--- src/bcbp_pkg.sv ---
// ----------------------------------------------------------------------------
// bcbp_pkg: shared types and constants for the bit cursor buffer packer
// Operation codes, request and response payloads, and controller states.
// ----------------------------------------------------------------------------
package bcbp_pkg;

   // Operation codes carried in a request
   typedef enum logic [2:0] {
      OP_WRITE_BITS  = 3'd0,
      OP_READ_BITS   = 3'd1,
      OP_ALIGN       = 3'd2,
      OP_REWIND      = 3'd3,
      OP_SET_CURSOR  = 3'd4,
      OP_CLEAR       = 3'd5,
      OP_POKE_BYTE   = 3'd6,
      OP_PEEK_BYTE   = 3'd7
   } op_type;

   // Controller states
   typedef enum logic [2:0] {
      ST_SWEEP,
      ST_IDLE,
      ST_BYTES,
      ST_PEEK,
      ST_FINISH
   } state_type;

   // Largest bit count of one access, and bytes one access can touch
   localparam logic [6:0] MAX_BITS  = 7'd64;
   localparam int         MAX_LANES = 9;

   typedef struct packed {
      op_type      op;
      logic [6:0]  bit_len;
      logic [63:0] value;
      logic [11:0] amount;
      logic [7:0]  byte_address;
   } req_type;

   typedef struct packed {
      logic [63:0] read_value;
      logic [11:0] position;
      logic        status;
      logic        failed;
   } rsp_type;

endpackage

--- src/bit_cursor_buffer_packer.sv ---
// ----------------------------------------------------------------------------
// bit_cursor_buffer_packer: byte buffer with one LSB-first bit cursor
// Packs or unpacks 1 to 64 bits at the cursor through a byte-wide memory,
// and handles align, rewind, set cursor, clear, poke and peek.
// ----------------------------------------------------------------------------
//
//   channel  ports                           direction  payload
//   req      req_valid req_stall req_data    in         bcbp_pkg::req_type
//   rsp      rsp_valid rsp_stall rsp_data    out        bcbp_pkg::rsp_type
//
// Write/read bits touch n = ceil((cursor % 8 + count) / 8) bytes per request
// (at most 9); a zero count or a rejected move touches none. The byte memory has one
// read and one write port, one byte a cycle.
// Align, rewind, set cursor, poke and peek touch at most one byte; clear runs
// the zeroing pass over the memory before it responds.
// After reset the same pass runs with req_stall high.
// A stalled response sits in the output register; the next request is taken
// meanwhile and waits in the finish step until the register frees up.
module bit_cursor_buffer_packer #(
   parameter int BUFFER_BYTES = 256
) (
   input  logic              clock,
   input  logic              reset,
   input  logic              req_valid,
   output logic              req_stall,
   input  bcbp_pkg::req_type req_data,
   output logic              rsp_valid,
   input  logic              rsp_stall,
   output bcbp_pkg::rsp_type rsp_data
);

   localparam int CAP   = BUFFER_BYTES * 8;
   localparam int CUR_W = $clog2(CAP + 1);
   localparam int AW    = (BUFFER_BYTES > 1) ? $clog2(BUFFER_BYTES) : 1;
   localparam int XW    = CUR_W + 8;
   localparam logic [XW-1:0] CAP_X   = XW'(CAP);
   localparam logic [XW-1:0] BYTES_X = XW'(BUFFER_BYTES);
   localparam logic [AW-1:0] LAST_IDX = AW'(BUFFER_BYTES - 1);

   // Byte memory
   logic [7:0]    mem [BUFFER_BYTES];
   logic          mem_we;
   logic [AW-1:0] mem_wa;
   logic [7:0]    mem_wd;
   logic [AW-1:0] mem_ra;
   logic [7:0]    mem_q_ff;

   // Control state
   bcbp_pkg::state_type state_ff, state_in;
   logic [CUR_W-1:0] cursor_ff, cursor_in;
   logic             fail_ff, fail_in;
   logic [AW-1:0]    sweep_idx_ff, sweep_idx_in;
   logic             sweep_reply_ff, sweep_reply_in;
   logic             rsp_valid_ff, rsp_valid_in;

   // Byte loop state
   logic [AW-1:0] rd_idx_ff, rd_idx_in;
   logic [AW-1:0] wr_idx_ff, wr_idx_in;
   logic [3:0]    left_ff, left_in;
   logic [3:0]    k_ff, k_in;
   logic [71:0]   acc_ff, acc_in;
   logic [71:0]   wdata_ff, wdata_in;
   logic [71:0]   wmask_ff, wmask_in;
   logic [63:0]   mask_ff, mask_in;
   logic [2:0]    off_ff, off_in;
   logic          is_write_ff, is_write_in;

   // Pending result and output register
   logic [63:0]       res_value_ff, res_value_in;
   logic              res_status_ff, res_status_in;
   bcbp_pkg::rsp_type rsp_ff, rsp_in;

   // Request decode helpers
   logic              req_accept;
   logic [6:0]        count_sat;
   logic [63:0]       count_mask;
   logic [XW-1:0]     cursor_x;
   logic [XW-1:0]     move_x;
   logic [XW-4:0]     align_byte;
   logic [XW-1:0]     align_x;
   logic [XW-1:0]     amount_x;
   logic [XW-1:0]     rewind_x;
   logic [XW-1:0]     addr_x;
   logic              addr_ok;
   logic [AW+7:0]     addr_ext;
   logic [AW-1:0]     addr_idx;
   logic [AW+CUR_W-4:0] cur_ext;
   logic [AW-1:0]     cur_idx;
   logic [6:0]        nb_sum;
   logic [3:0]        nb;
   logic [CUR_W+11:0] pos_ext;

   // Byte loop datapath
   logic [71:0] acc_fill;
   logic [71:0] acc_shift;
   logic [63:0] read_bits;
   logic [7:0]  merged;

   assign req_stall  = (state_ff != bcbp_pkg::ST_IDLE);
   assign req_accept = req_valid && !req_stall;
   assign rsp_valid  = rsp_valid_ff;
   assign rsp_data   = rsp_ff;

   // Request field preparation
   assign count_sat  = (req_data.bit_len > bcbp_pkg::MAX_BITS) ? bcbp_pkg::MAX_BITS
                                                               : req_data.bit_len;
   assign count_mask = (count_sat == bcbp_pkg::MAX_BITS) ? '1
                                                         : ((64'd1 << count_sat) - 64'd1);
   assign cursor_x   = {8'd0, cursor_ff};
   assign move_x     = cursor_x + {{(XW-7){1'b0}}, count_sat};
   assign align_byte = {8'd0, cursor_ff[CUR_W-1:3]} + 1'b1;
   assign align_x    = {align_byte, 3'b000};
   assign amount_x   = {{(XW-12){1'b0}}, req_data.amount};
   assign rewind_x   = (cursor_x > amount_x) ? (cursor_x - amount_x) : '0;
   assign addr_x     = {{(XW-8){1'b0}}, req_data.byte_address};
   assign addr_ok    = (addr_x < BYTES_X);
   assign addr_ext   = {{AW{1'b0}}, req_data.byte_address};
   assign addr_idx   = addr_ext[AW-1:0];
   assign cur_ext    = {{AW{1'b0}}, cursor_ff[CUR_W-1:3]};
   assign cur_idx    = cur_ext[AW-1:0];
   assign nb_sum     = {4'd0, cursor_ff[2:0]} + count_sat + 7'd7;
   assign nb         = nb_sum[6:3];
   assign pos_ext    = {12'd0, cursor_ff};

   // Gather the arriving byte into its lane and line up the read bits
   always_comb begin
      acc_fill = acc_ff;
      for (int i = 0; i < bcbp_pkg::MAX_LANES; i++) begin
         if (k_ff == 4'(i)) begin
            acc_fill[8*i +: 8] = mem_q_ff;
         end
      end
      acc_shift = acc_fill >> off_ff;
      read_bits = acc_shift[63:0] & mask_ff;
   end

   // Read-modify-write merge of one byte
   assign merged = (mem_q_ff & ~wmask_ff[7:0]) | (wdata_ff[7:0] & wmask_ff[7:0]);

   // Next state, memory control and results
   always_comb begin
      state_in       = state_ff;
      cursor_in      = cursor_ff;
      fail_in        = fail_ff;
      sweep_idx_in   = sweep_idx_ff;
      sweep_reply_in = sweep_reply_ff;
      rsp_valid_in   = rsp_valid_ff;
      rsp_in         = rsp_ff;
      rd_idx_in      = rd_idx_ff;
      wr_idx_in      = wr_idx_ff;
      left_in        = left_ff;
      k_in           = k_ff;
      acc_in         = acc_ff;
      wdata_in       = wdata_ff;
      wmask_in       = wmask_ff;
      mask_in        = mask_ff;
      off_in         = off_ff;
      is_write_in    = is_write_ff;
      res_value_in   = res_value_ff;
      res_status_in  = res_status_ff;
      mem_we         = 1'b0;
      mem_wa         = wr_idx_ff;
      mem_wd         = merged;
      mem_ra         = rd_idx_ff;

      // response leaves when taken
      if (rsp_valid_ff && !rsp_stall) begin
         rsp_valid_in = 1'b0;
      end

      unique case (state_ff)
         bcbp_pkg::ST_SWEEP: begin
            mem_we       = 1'b1;
            mem_wa       = sweep_idx_ff;
            mem_wd       = 8'd0;
            sweep_idx_in = sweep_idx_ff + 1'b1;
            if (sweep_idx_ff == LAST_IDX) begin
               sweep_idx_in = '0;
               state_in     = sweep_reply_ff ? bcbp_pkg::ST_FINISH : bcbp_pkg::ST_IDLE;
            end
         end

         bcbp_pkg::ST_IDLE: begin
            if (req_accept) begin
               res_value_in  = '0;
               res_status_in = 1'b0;
               state_in      = bcbp_pkg::ST_FINISH;
               unique case (req_data.op) inside
                  bcbp_pkg::OP_WRITE_BITS, bcbp_pkg::OP_READ_BITS: begin
                     if (move_x > CAP_X) begin
                        fail_in       = 1'b1;
                        res_status_in = 1'b1;
                     end else begin
                        cursor_in = move_x[CUR_W-1:0];
                        if (count_sat != 7'd0) begin
                           // first byte read goes out now
                           mem_ra      = cur_idx;
                           rd_idx_in   = cur_idx + 1'b1;
                           wr_idx_in   = cur_idx;
                           left_in     = nb - 4'd1;
                           k_in        = 4'd0;
                           acc_in      = '0;
                           wdata_in    = {8'd0, req_data.value} << cursor_ff[2:0];
                           wmask_in    = {8'd0, count_mask} << cursor_ff[2:0];
                           mask_in     = count_mask;
                           off_in      = cursor_ff[2:0];
                           is_write_in = (req_data.op == bcbp_pkg::OP_WRITE_BITS);
                           state_in    = bcbp_pkg::ST_BYTES;
                        end
                     end
                  end
                  bcbp_pkg::OP_ALIGN: begin
                     if (align_x > CAP_X) begin
                        fail_in       = 1'b1;
                        res_status_in = 1'b1;
                     end else begin
                        cursor_in = align_x[CUR_W-1:0];
                     end
                  end
                  bcbp_pkg::OP_REWIND: begin
                     cursor_in = rewind_x[CUR_W-1:0];
                  end
                  bcbp_pkg::OP_SET_CURSOR: begin
                     if (amount_x > CAP_X) begin
                        fail_in       = 1'b1;
                        res_status_in = 1'b1;
                     end else begin
                        cursor_in = amount_x[CUR_W-1:0];
                     end
                  end
                  bcbp_pkg::OP_CLEAR: begin
                     cursor_in      = '0;
                     fail_in        = 1'b0;
                     sweep_idx_in   = '0;
                     sweep_reply_in = 1'b1;
                     state_in       = bcbp_pkg::ST_SWEEP;
                  end
                  bcbp_pkg::OP_POKE_BYTE: begin
                     if (addr_ok) begin
                        mem_we = 1'b1;
                        mem_wa = addr_idx;
                        mem_wd = req_data.value[7:0];
                     end
                  end
                  bcbp_pkg::OP_PEEK_BYTE: begin
                     if (addr_ok) begin
                        mem_ra   = addr_idx;
                        state_in = bcbp_pkg::ST_PEEK;
                     end
                  end
                  default: begin
                     state_in = bcbp_pkg::ST_FINISH;
                  end
               endcase
            end
         end

         bcbp_pkg::ST_BYTES: begin
            // issue the next read while the current byte is merged
            if (left_ff != 4'd0) begin
               mem_ra    = rd_idx_ff;
               rd_idx_in = rd_idx_ff + 1'b1;
               wr_idx_in = rd_idx_ff;
               left_in   = left_ff - 4'd1;
            end
            if (is_write_ff) begin
               mem_we = 1'b1;
               mem_wa = wr_idx_ff;
               mem_wd = merged;
            end
            wdata_in = wdata_ff >> 8;
            wmask_in = wmask_ff >> 8;
            acc_in   = acc_fill;
            k_in     = k_ff + 4'd1;
            if (left_ff == 4'd0) begin
               res_value_in = is_write_ff ? 64'd0 : read_bits;
               state_in     = bcbp_pkg::ST_FINISH;
            end
         end

         bcbp_pkg::ST_PEEK: begin
            res_value_in = {56'd0, mem_q_ff};
            state_in     = bcbp_pkg::ST_FINISH;
         end

         bcbp_pkg::ST_FINISH: begin
            if (!rsp_valid_ff || !rsp_stall) begin
               rsp_valid_in        = 1'b1;
               rsp_in.read_value   = res_value_ff;
               rsp_in.position     = pos_ext[11:0];
               rsp_in.status       = res_status_ff;
               rsp_in.failed       = fail_ff;
               sweep_reply_in      = 1'b0;
               state_in            = bcbp_pkg::ST_IDLE;
            end
         end

         default: begin
            state_in = bcbp_pkg::ST_IDLE;
         end
      endcase
   end

   // Byte memory: one write port, one registered read port
   always_ff @(posedge clock) begin
      if (mem_we) begin
         mem[mem_wa] <= mem_wd;
      end
      mem_q_ff <= mem[mem_ra];
   end

   // Control registers
   always_ff @(posedge clock) begin
      if (reset) begin
         state_ff       <= bcbp_pkg::ST_SWEEP;
         cursor_ff      <= '0;
         fail_ff        <= 1'b0;
         sweep_idx_ff   <= '0;
         sweep_reply_ff <= 1'b0;
         rsp_valid_ff   <= 1'b0;
      end else begin
         state_ff       <= state_in;
         cursor_ff      <= cursor_in;
         fail_ff        <= fail_in;
         sweep_idx_ff   <= sweep_idx_in;
         sweep_reply_ff <= sweep_reply_in;
         rsp_valid_ff   <= rsp_valid_in;
      end
   end

   // Payload registers
   always_ff @(posedge clock) begin
      rd_idx_ff     <= rd_idx_in;
      wr_idx_ff     <= wr_idx_in;
      left_ff       <= left_in;
      k_ff          <= k_in;
      acc_ff        <= acc_in;
      wdata_ff      <= wdata_in;
      wmask_ff      <= wmask_in;
      mask_ff       <= mask_in;
      off_ff        <= off_in;
      is_write_ff   <= is_write_in;
      res_value_ff  <= res_value_in;
      res_status_ff <= res_status_in;
      rsp_ff        <= rsp_in;
   end

endmodule

--- config.mk ---
export PLATFORM = sky130hd
export DESIGN_NAME = bit_cursor_buffer_packer
export DESIGN_NICKNAME = d
export VERILOG_FILES = /design/src/bcbp_pkg.sv /design/src/bit_cursor_buffer_packer.sv
export SDC_FILE = /design/constraint.sdc
export NUM_CORES = 2
export LEC_CHECK = 0
export ABC_AREA = 1
export ABC_CLOCK_PERIOD_IN_PS = 23900
export BUFFER_PORTS_ARGS = -buffer_cell sky130_fd_sc_hd__buf_4
export CORE_MARGIN = 3
export CORE_UTILIZATION = 39
export DETAILED_ROUTE_END_ITERATION = 12
export HOLD_SLACK_MARGIN = 0.08
export MAX_ROUTING_LAYER = met4
export SLEW_MARGIN = 20
export SYNTH_ARGS = -nofsm -noshare
export SYNTH_HDL_FRONTEND = slang
export SYNTH_SLANG_ARGS = --single-unit
--- constraint.sdc ---
create_clock -name clock -period 23.9 [get_ports clock]
set_input_delay 2.39 -clock clock [delete_from_list [all_inputs] [get_ports clock]]
set_output_delay 2.39 -clock clock [all_outputs]
set_load 0.05 [all_outputs]
; ---- Word level (Yosys, flattened, before mapping)
; Memory sizes are Yosys's and may differ from the RTL's. A register that Yosys moved wholly into a read port is not among the register bits.
; Index checks and enable logic that the tools add are counted.
; W data, S select, Z words.
[word_totals]
mem_count = 1
register_bits = 477
in_bits = 98
wordCells = 226
output_inout_bits = 80
ramBits = 2048
[op_classes]
n_eq_ne = 37
n_lt_le_gt_ge = 6
bitwise = 6
n_addsub = 12
shifts = 4
reduce_logical = 30
muxes = 108
[mem_list]
columns = memory, words, width, rd, rd_clocked_by_memory_dff, write_ports, line
row1 = mem, 256, 8, 1, 1, 1, bit_cursor_buffer_packer.sv:41  ; logic [7:0] mem [BUFFER_BYTES];
[op_table]
columns = op, count
row1 = $mux W72, 12
row2 = $pmux W72 S2, 3
row3 = $mux W8, 33
row4 = $mux W64, 4
row5 = $pmux W64 S3, 1
row6 = $shl A64 B3 Y72, 2
row7 = $pmux W8 S2, 6
row8 = $shr A72 B3 Y64, 1
row9 = $and A64 B64 Y64, 1
row10 = $shl A1 B7 Y64 const A, 1
row11 = $sub A64 B1 Y64 const B, 1
row12 = $pmux W12 S5, 1
row13 = $mux W12, 4
row14 = $mux W4, 9
row15 = $gt A13 B12 Y1 const B, 2
row16 = $add A8 B1 Y8 const B, 3
row17 = $mux W3, 8
row18 = $ne A2 B2 Y1 const B, 12
row19 = $mux W1, 18
row20 = $reduce_and A6 Y1, 3
row21 = $and A8 B8 Y8, 2
row22 = $eq A4 B3 Y1 const B, 4
row23 = $pmux W4 S2, 2
row24 = $eq A3 B3 Y1 const B, 5
row25 = other kinds (44), 65

; ---- Longest topological paths before layout
[logic_depth]
ltp_word = 11
depth_mapped = 37
mapped_depth_nobuf = 33

; ---- Worst setup path before layout
; Ideal clock, no wire load.
[synth_timing]
kind = input to register
from = input port req_data[87] (netlist name)
to = register left_ff[0] (enable)
n_path_buf = 3
arrival_time_ns = 23.029
path_slack_ns = 0.443
required_time_ns = 23.472
setup_time_ns = 0.428
cell_stages = 20
path_cell_list = buf_6 > nor2_4 > nand3_2 > nand2_4 > nand2_1 > inv_1 > buf_2 > ha_1 > a21oi_1 > nor2_1 > a21oi_1 > nand2_2 > xor2_1 > nor2_1 > nand3_1 > nand2_2 > nand2_1 > buf_2 > a221oi_1 > a21boi_0
[synth_between]
elab_chain_cells = 6
elab_cells_between_ends = 8
cone_classes = 1 x add/sub / 2 x order compare / 2 x eq/ne / 1 x mux / 2 x reduce/logical
[synth_rtl]
columns = item, line
row1 = start: declaration, bit_cursor_buffer_packer.sv:26  ; input bcbp_pkg::req_type req_data,
row2 = $gt A7 B7 Y1, bit_cursor_buffer_packer.sv:105  ; assign count_sat = (req_data.bit_len > bcbp_pkg::MAX_BITS) ? bcbp_pkg::MAX_BITS
row3 = $mux W7 (*), bit_cursor_buffer_packer.sv:105
row4 = $add A12 B7 Y13, bit_cursor_buffer_packer.sv:110  ; assign move_x = cursor_x + {{(XW-7){1'b0}}, count_sat};
row5 = $gt A13 B12 Y1, bit_cursor_buffer_packer.sv:190  ; if (move_x > CAP_X) begin
row6 = $ne A2 B2 Y1 (no source line), -
row7 = $reduce_and A6 Y1 (no source line) (*), -
row8 = end signal: assignment, bit_cursor_buffer_packer.sv:335  ; left_ff <= left_in;
row9 = end: declaration, bit_cursor_buffer_packer.sv:59  ; logic [3:0] left_ff, left_in;
; Mark *: on every way between the ends. The rest lies on a longest branch, timed or not.
; A chain may end at the register's enable or synchronous reset.

; ---- Final worst setup path
[layout_timing]
from = input port req_data[90] (netlist name)
to = register mem_q_ff[0] (read register of mem)
[layout_between]
elab_chain_cells = 8
elab_cells_between_ends = 10
cone_classes = 1 x add/sub / 2 x order compare / 6 x mux / 1 x reduce/logical
[layout_rtl]
columns = item, line
row1 = $gt A7 B7 Y1, bit_cursor_buffer_packer.sv:105
row2 = $mux W7 (*), bit_cursor_buffer_packer.sv:105
row3 = $add A12 B7 Y13 or $reduce_bool A7 Y1 (tied branches), "bit_cursor_buffer_packer.sv:110, bit_cursor_buffer_packer.sv:195"
row4 = $gt A13 B12 Y1 or $mux W8 (tied branches), "bit_cursor_buffer_packer.sv:190, bit_cursor_buffer_packer.sv:195"
row5 = $mux W8 (*), bit_cursor_buffer_packer.sv:190
row6 = $pmux W8 S2 (*), bit_cursor_buffer_packer.sv:188  ; unique case (req_data.op) inside
row7 = $mux W8 (*), bit_cursor_buffer_packer.sv:184  ; if (req_accept) begin
row8 = $mux W8 (*), -
row9 = end: declaration, bit_cursor_buffer_packer.sv:46  ; logic [7:0] mem_q_ff;
; Marks and branches as above.

==> run summary <==
The fraction of layout cells with a size suffix above 1 is 0.0703. The remaining routing DRC violations came out at 0. The critical path's largest stage delay is 880 ps. The combined area of the multi-input logic cells came out at 34500 µm². The data required time at the worst endpoint came out at 24620 ps. The final hold violation count came out at 0. Across all register-to-register paths, the minimum setup slack is 15070 ps. The worst reg-to-reg path cell count came out at 26. The area of the core is 300000 µm².

The number of global-route vias before repair came out at 81366. The largest net degree at the start of global routing came out at 224. VDD sags by at most 0.0489 mV. Of the total power, registers draw 0.520. The net switching fraction of the power is 0.207. The path category of the worst min-delay check is reg -> reg. CTS placed an instance of sky130_fd_sc_hd__clkbuf_16 at the clock tree root. The sequential fraction of the synthesis area came out at 0.643. The final total negative setup slack is 0 ps. The endpoint identified for the worst register-to-register timing path is mem_q_ff[0]. The category of the worst setup path capture point is a register. The number of gates resized after cts came out at 0. The die covers 308000 µm². For this configuration, the core starts out at a cell density of 0.392. The switching power of the nets is 1.91 mW.

The relative max-transition margin came out at 0.206. Among the stages of the critical path, the cell type that occurs most often is sky130_fd_sc_hd__nand3_1. The number of max-slew violations in the final report is 0. The yosys synthesis warning count came out at 0.

The width of the chip came out at 555 µm. The number of levels the H-tree was split into is 5. The relative contribution of the clock network to total power is 0.459. The number of top-level design ports is 178. For this run, the total global-route usage over all layers was measured as 0.233. The cell area after synthesis is 118000 µm². The completed layout was analyzed and its total power is 9.26 mW. The number of nets handed over by synthesis was 11554. For this block, the routed nets add up to 359 mm of wire. The minimum clock period after layout came out at 9900 ps. The combinational cell fraction of total power came out at 0.021.

The flip-flop and latch count after synthesis is 2530. The clock tree from TritonCTS is built. The buffers inserted during post-CTS setup optimization is 0. The detailed router finished its first iteration with 10291 violations. The final core area utilization is 0.436. The setup skew after layout came out at 62.9 ps.

Grouping stages by cell kind, the critical path spends the most delay in simple AND/OR/NAND/NOR gates. The share of synthesized registers carrying an async set or reset is 0. After detailed routing, the average wire length per cell comes to 23.3 µm.

The height of the die came out at 555 µm. The longest clock path from root to sink contains 4 buffers. The layout filler cell count is 27879. The data arrival time of the worst path came out at 10620 ps.

The post-route clock period utilization came out at 0.414. The mean area per synthesized cell is 10.3 µm². STA classifies the critical path startpoint as a primary input. The most critical setup path has its startpoint at req_data[90]. The initial antenna violation count is 29. On the final layout, the worst hold slack is 416 ps. Setup repair after global routing left no endpoint under its margin. The cts-stage hold buffer count is 0. Yosys mapped a number of flops with a built-in enable equal to 2496. Detailed routing inserted a total of 85335 vias.

The category of the most critical setup path is in -> reg. The launching point of the worst reg2reg path is cursor_ff[0]. The number of cells on the critical path came out at 30.

The clock slew seen by the registers of the worst setup and hold paths came out at 60 ps. At the later pin of the worst-skew pair, clock insertion delay measures 870 ps. The footprint of the flip-flops and latches came out at 75600 µm². For this design the static power due to leakage is 50.2 nW. The final layout net count is 11373. The cell area power density is 70.8 nW/µm².

The wire length of the first global-routing pass came out at 533 mm. The run finished with clean final reports. The CTS buffer count is 283. The critical path ends at mem_q_ff[0]. Using the TritonRoute via totals, the vias-per-cell ratio works out to 5.53. The maximum fanout encountered on the critical timing path came out at 223. At the end of routability-driven placement, the weighted congestion stood at 0.956. The worst path buffer plus inverter count came out at 6.

The cell count after synthesis came out at 11420. The TritonCTS sink count is 2530. The HPWL after detailed placement came out at 214 mm. The global route total overflow is 0. The count of standard-cell rows is 201. The remaining antenna violation count after routing is 0. The area growth from synthesis to layout is 11.2%. The number of detailed-routing iterations run before antenna repair is 6.

The internal portion of the total power is 7.34 mW. The max-cap check violation count came out at 0. The worst-margin pin slew is 1180 ps. Buffers placed on the I/O ports in this run total 177. The master of the slowest instance on the critical path is sky130_fd_sc_hd__nand2_8. The final count of negative-setup-slack endpoints came out at 0.

The most used flip-flop cell after synthesis is sky130_fd_sc_hd__edfxtp_1. The peak clock frequency supported by timing is 101 MHz. The number of different library cells used by synthesis comes to 62.
[how the worst min path moves through the flow]
stage	endpoint	start	cells after the start	slack (ps)
after floorplan	rsp_data[14]	res_value_ff[0]	0	400
final	rsp_data[62]	res_value_ff[48]	0	420
after global placement	rsp_data[18]	res_value_ff[4]	0	400
after CTS	rsp_data[62]	res_value_ff[48]	0	410
after global routing	rsp_data[62]	res_value_ff[48]	0	410
after detailed placement	rsp_data[34]	res_value_ff[20]	0	400
[power groups by stage]
| stage | clock network, mW | logic, mW | registers [mW] |
|---|---|---|---|
| 2_1_floorplan | 0 | 0.0999 | 4.91 |
| 3_3_place_gp | 0 | 0.188 | 4.91 |
| 3_5_place_dp | 0 | 0.189 | 4.91 |
| 4_1_cts | 4.31 | 0.189 | 4.82 |
| 5_1_grt | 4.48 | 0.208 | 4.81 |
| 6_report | 4.25 | 0.192 | 4.82 |
[kinds of logic (layout without fill, tap and decap cells)]
logic type,count (synthesis),in the layout,synth area share
AO/OA/AOI/OAI,886,886,0.0455
XOR/XNOR,24,24,0.00179
adder cells (fa/ha/maj),36,36,0.00396
buffers and inverters,1893,1926,0.0668
flip-flops,2530,2530,0.643
multiplexers,19,19,0.00162
other,0,19,0
AND/OR/NAND/NOR,6032,6032,0.238
[per-layer routing]
| layer | global-route usage | up-vias | part of all wire |
|---|---|---|---|
| met1 | 0.318 | 41902 | 0.42 |
| met2 | 0.356 | 3602 | 0.46 |
| li1 | - | 39230 | - |
| met3 | 0.0335 | 601 | 0.079 |
| met4 | 0.0829 | 0 | 0.035 |
| met5 | - | - | 0 |
[through the flow]
stage / setup slack [ps] / std cells / instance area (µm²)
2_1_floorplan: 443 / 11420 / 118000
3_3_place_gp: 13280 / 14911 / 122000
3_5_place_dp: 13230 / 14912 / 122000
4_1_cts: 14140 / 15411 / 131000
5_1_grt: 13300 / 15425 / 131000
6_report: 14000 / 15430 / 131000
[worst register-to-register path: stages, from the launching register on]
cell	delay, ps
sky130_fd_sc_hd__dfxtp_4	750
sky130_fd_sc_hd__buf_4	810
sky130_fd_sc_hd__ha_1	350
sky130_fd_sc_hd__fa_1	460
sky130_fd_sc_hd__nor3_1	220
sky130_fd_sc_hd__nand3_1	110
sky130_fd_sc_hd__nor2_1	180
sky130_fd_sc_hd__nand3_1	120
sky130_fd_sc_hd__nor2_1	100
sky130_fd_sc_hd__nand3_1	130
sky130_fd_sc_hd__nand2_2	150
sky130_fd_sc_hd__nand3_1	90
sky130_fd_sc_hd__nand2_1	140
sky130_fd_sc_hd__nand2_4	420
sky130_fd_sc_hd__nand2_8	910
sky130_fd_sc_hd__buf_12	790
sky130_fd_sc_hd__buf_4	1000
sky130_fd_sc_hd__buf_4	860
sky130_fd_sc_hd__nand2_1	190
sky130_fd_sc_hd__nand3_1	120
sky130_fd_sc_hd__nand3_1	90
sky130_fd_sc_hd__nand3_1	220
sky130_fd_sc_hd__nand3_1	110
sky130_fd_sc_hd__nand3_1	110
sky130_fd_sc_hd__nand3_1	100
sky130_fd_sc_hd__nand3_1	130
sky130_fd_sc_hd__nand2_1	60
[sequential cells by signal, indices dropped and copies added (netlist names), 3 cells and up]
signal / count
wr_idx_ff: 8
acc_ff: 71
mask_ff: 64
res_value_ff: 64
wdata_ff: 71
sweep_idx_ff: 8
left_ff: 4
wmask_ff: 71
mem: 2048
state_ff: 3
k_ff: 4
rd_idx_ff: 8
mem_q_ff: 8
rsp_data: 78
off_ff: 3
cursor_ff: 12
[synthesized netlist by cell type (all sizes together) (4+ instances only)]
| library cell | instances | share of area |
|---|---|---|
| or2 | 10 | 0.00053 |
| buf | 536 | 0.023 |
| a22oi | 12 | 0.00085 |
| edfxtp | 2496 | 0.64 |
| mux2i | 19 | 0.0016 |
| nand4 | 21 | 0.0011 |
| a211oi | 7 | 0.00045 |
| clkbuf | 229 | 0.0073 |
| xor2 | 17 | 0.0013 |
| o21a | 4 | 0.00026 |
| a21oi | 97 | 0.0042 |
| nor2 | 651 | 0.022 |
| nand2 | 2519 | 0.081 |
| o21ai | 475 | 0.020 |
| nor4 | 9 | 0.00048 |
| dfxtp | 34 | 0.0058 |
| nand3b | 578 | 0.037 |
| o2111ai | 6 | 0.00045 |
| o211ai | 143 | 0.0091 |
| nor3 | 51 | 0.0024 |
| clkinv | 4 | 0.00013 |
| o221ai | 95 | 0.0071 |
| a221oi | 4 | 0.00030 |
| nand3 | 2190 | 0.093 |
| o22ai | 17 | 0.00090 |
| inv | 1124 | 0.036 |
| a31oi | 8 | 0.00043 |
| ha | 34 | 0.0036 |
| xnor2 | 7 | 0.00052 |
[cell type report]
type | instances | share of cell area
Sequential cell | 2530 | 0.578
Tap cell | 3958 | 0.0379
Antenna cell | 19 | 0.000363
Inverter | 1128 | 0.0324
Multi-Input combinational cell | 6997 | 0.264
Clock inverter | 150 | 0.0102
Clock buffer | 349 | 0.0578
Timing Repair Buffer | 299 | 0.0193
[cell usage in the layout (no fill, tap or decap), types with 95 or more instances in the layout]
cell type and instances:
sky130_fd_sc_hd__edfxtp_1 2496, sky130_fd_sc_hd__nand2_1 2485, sky130_fd_sc_hd__nand3_1 2183, sky130_fd_sc_hd__inv_1 1100, sky130_fd_sc_hd__nor2_1 628, sky130_fd_sc_hd__nand3b_1 578, sky130_fd_sc_hd__o21ai_0 449, sky130_fd_sc_hd__clkbuf_16 292
sky130_fd_sc_hd__buf_4 276, sky130_fd_sc_hd__o211ai_1 143, sky130_fd_sc_hd__o221ai_1 95
(Power assumes the default switching activity.)
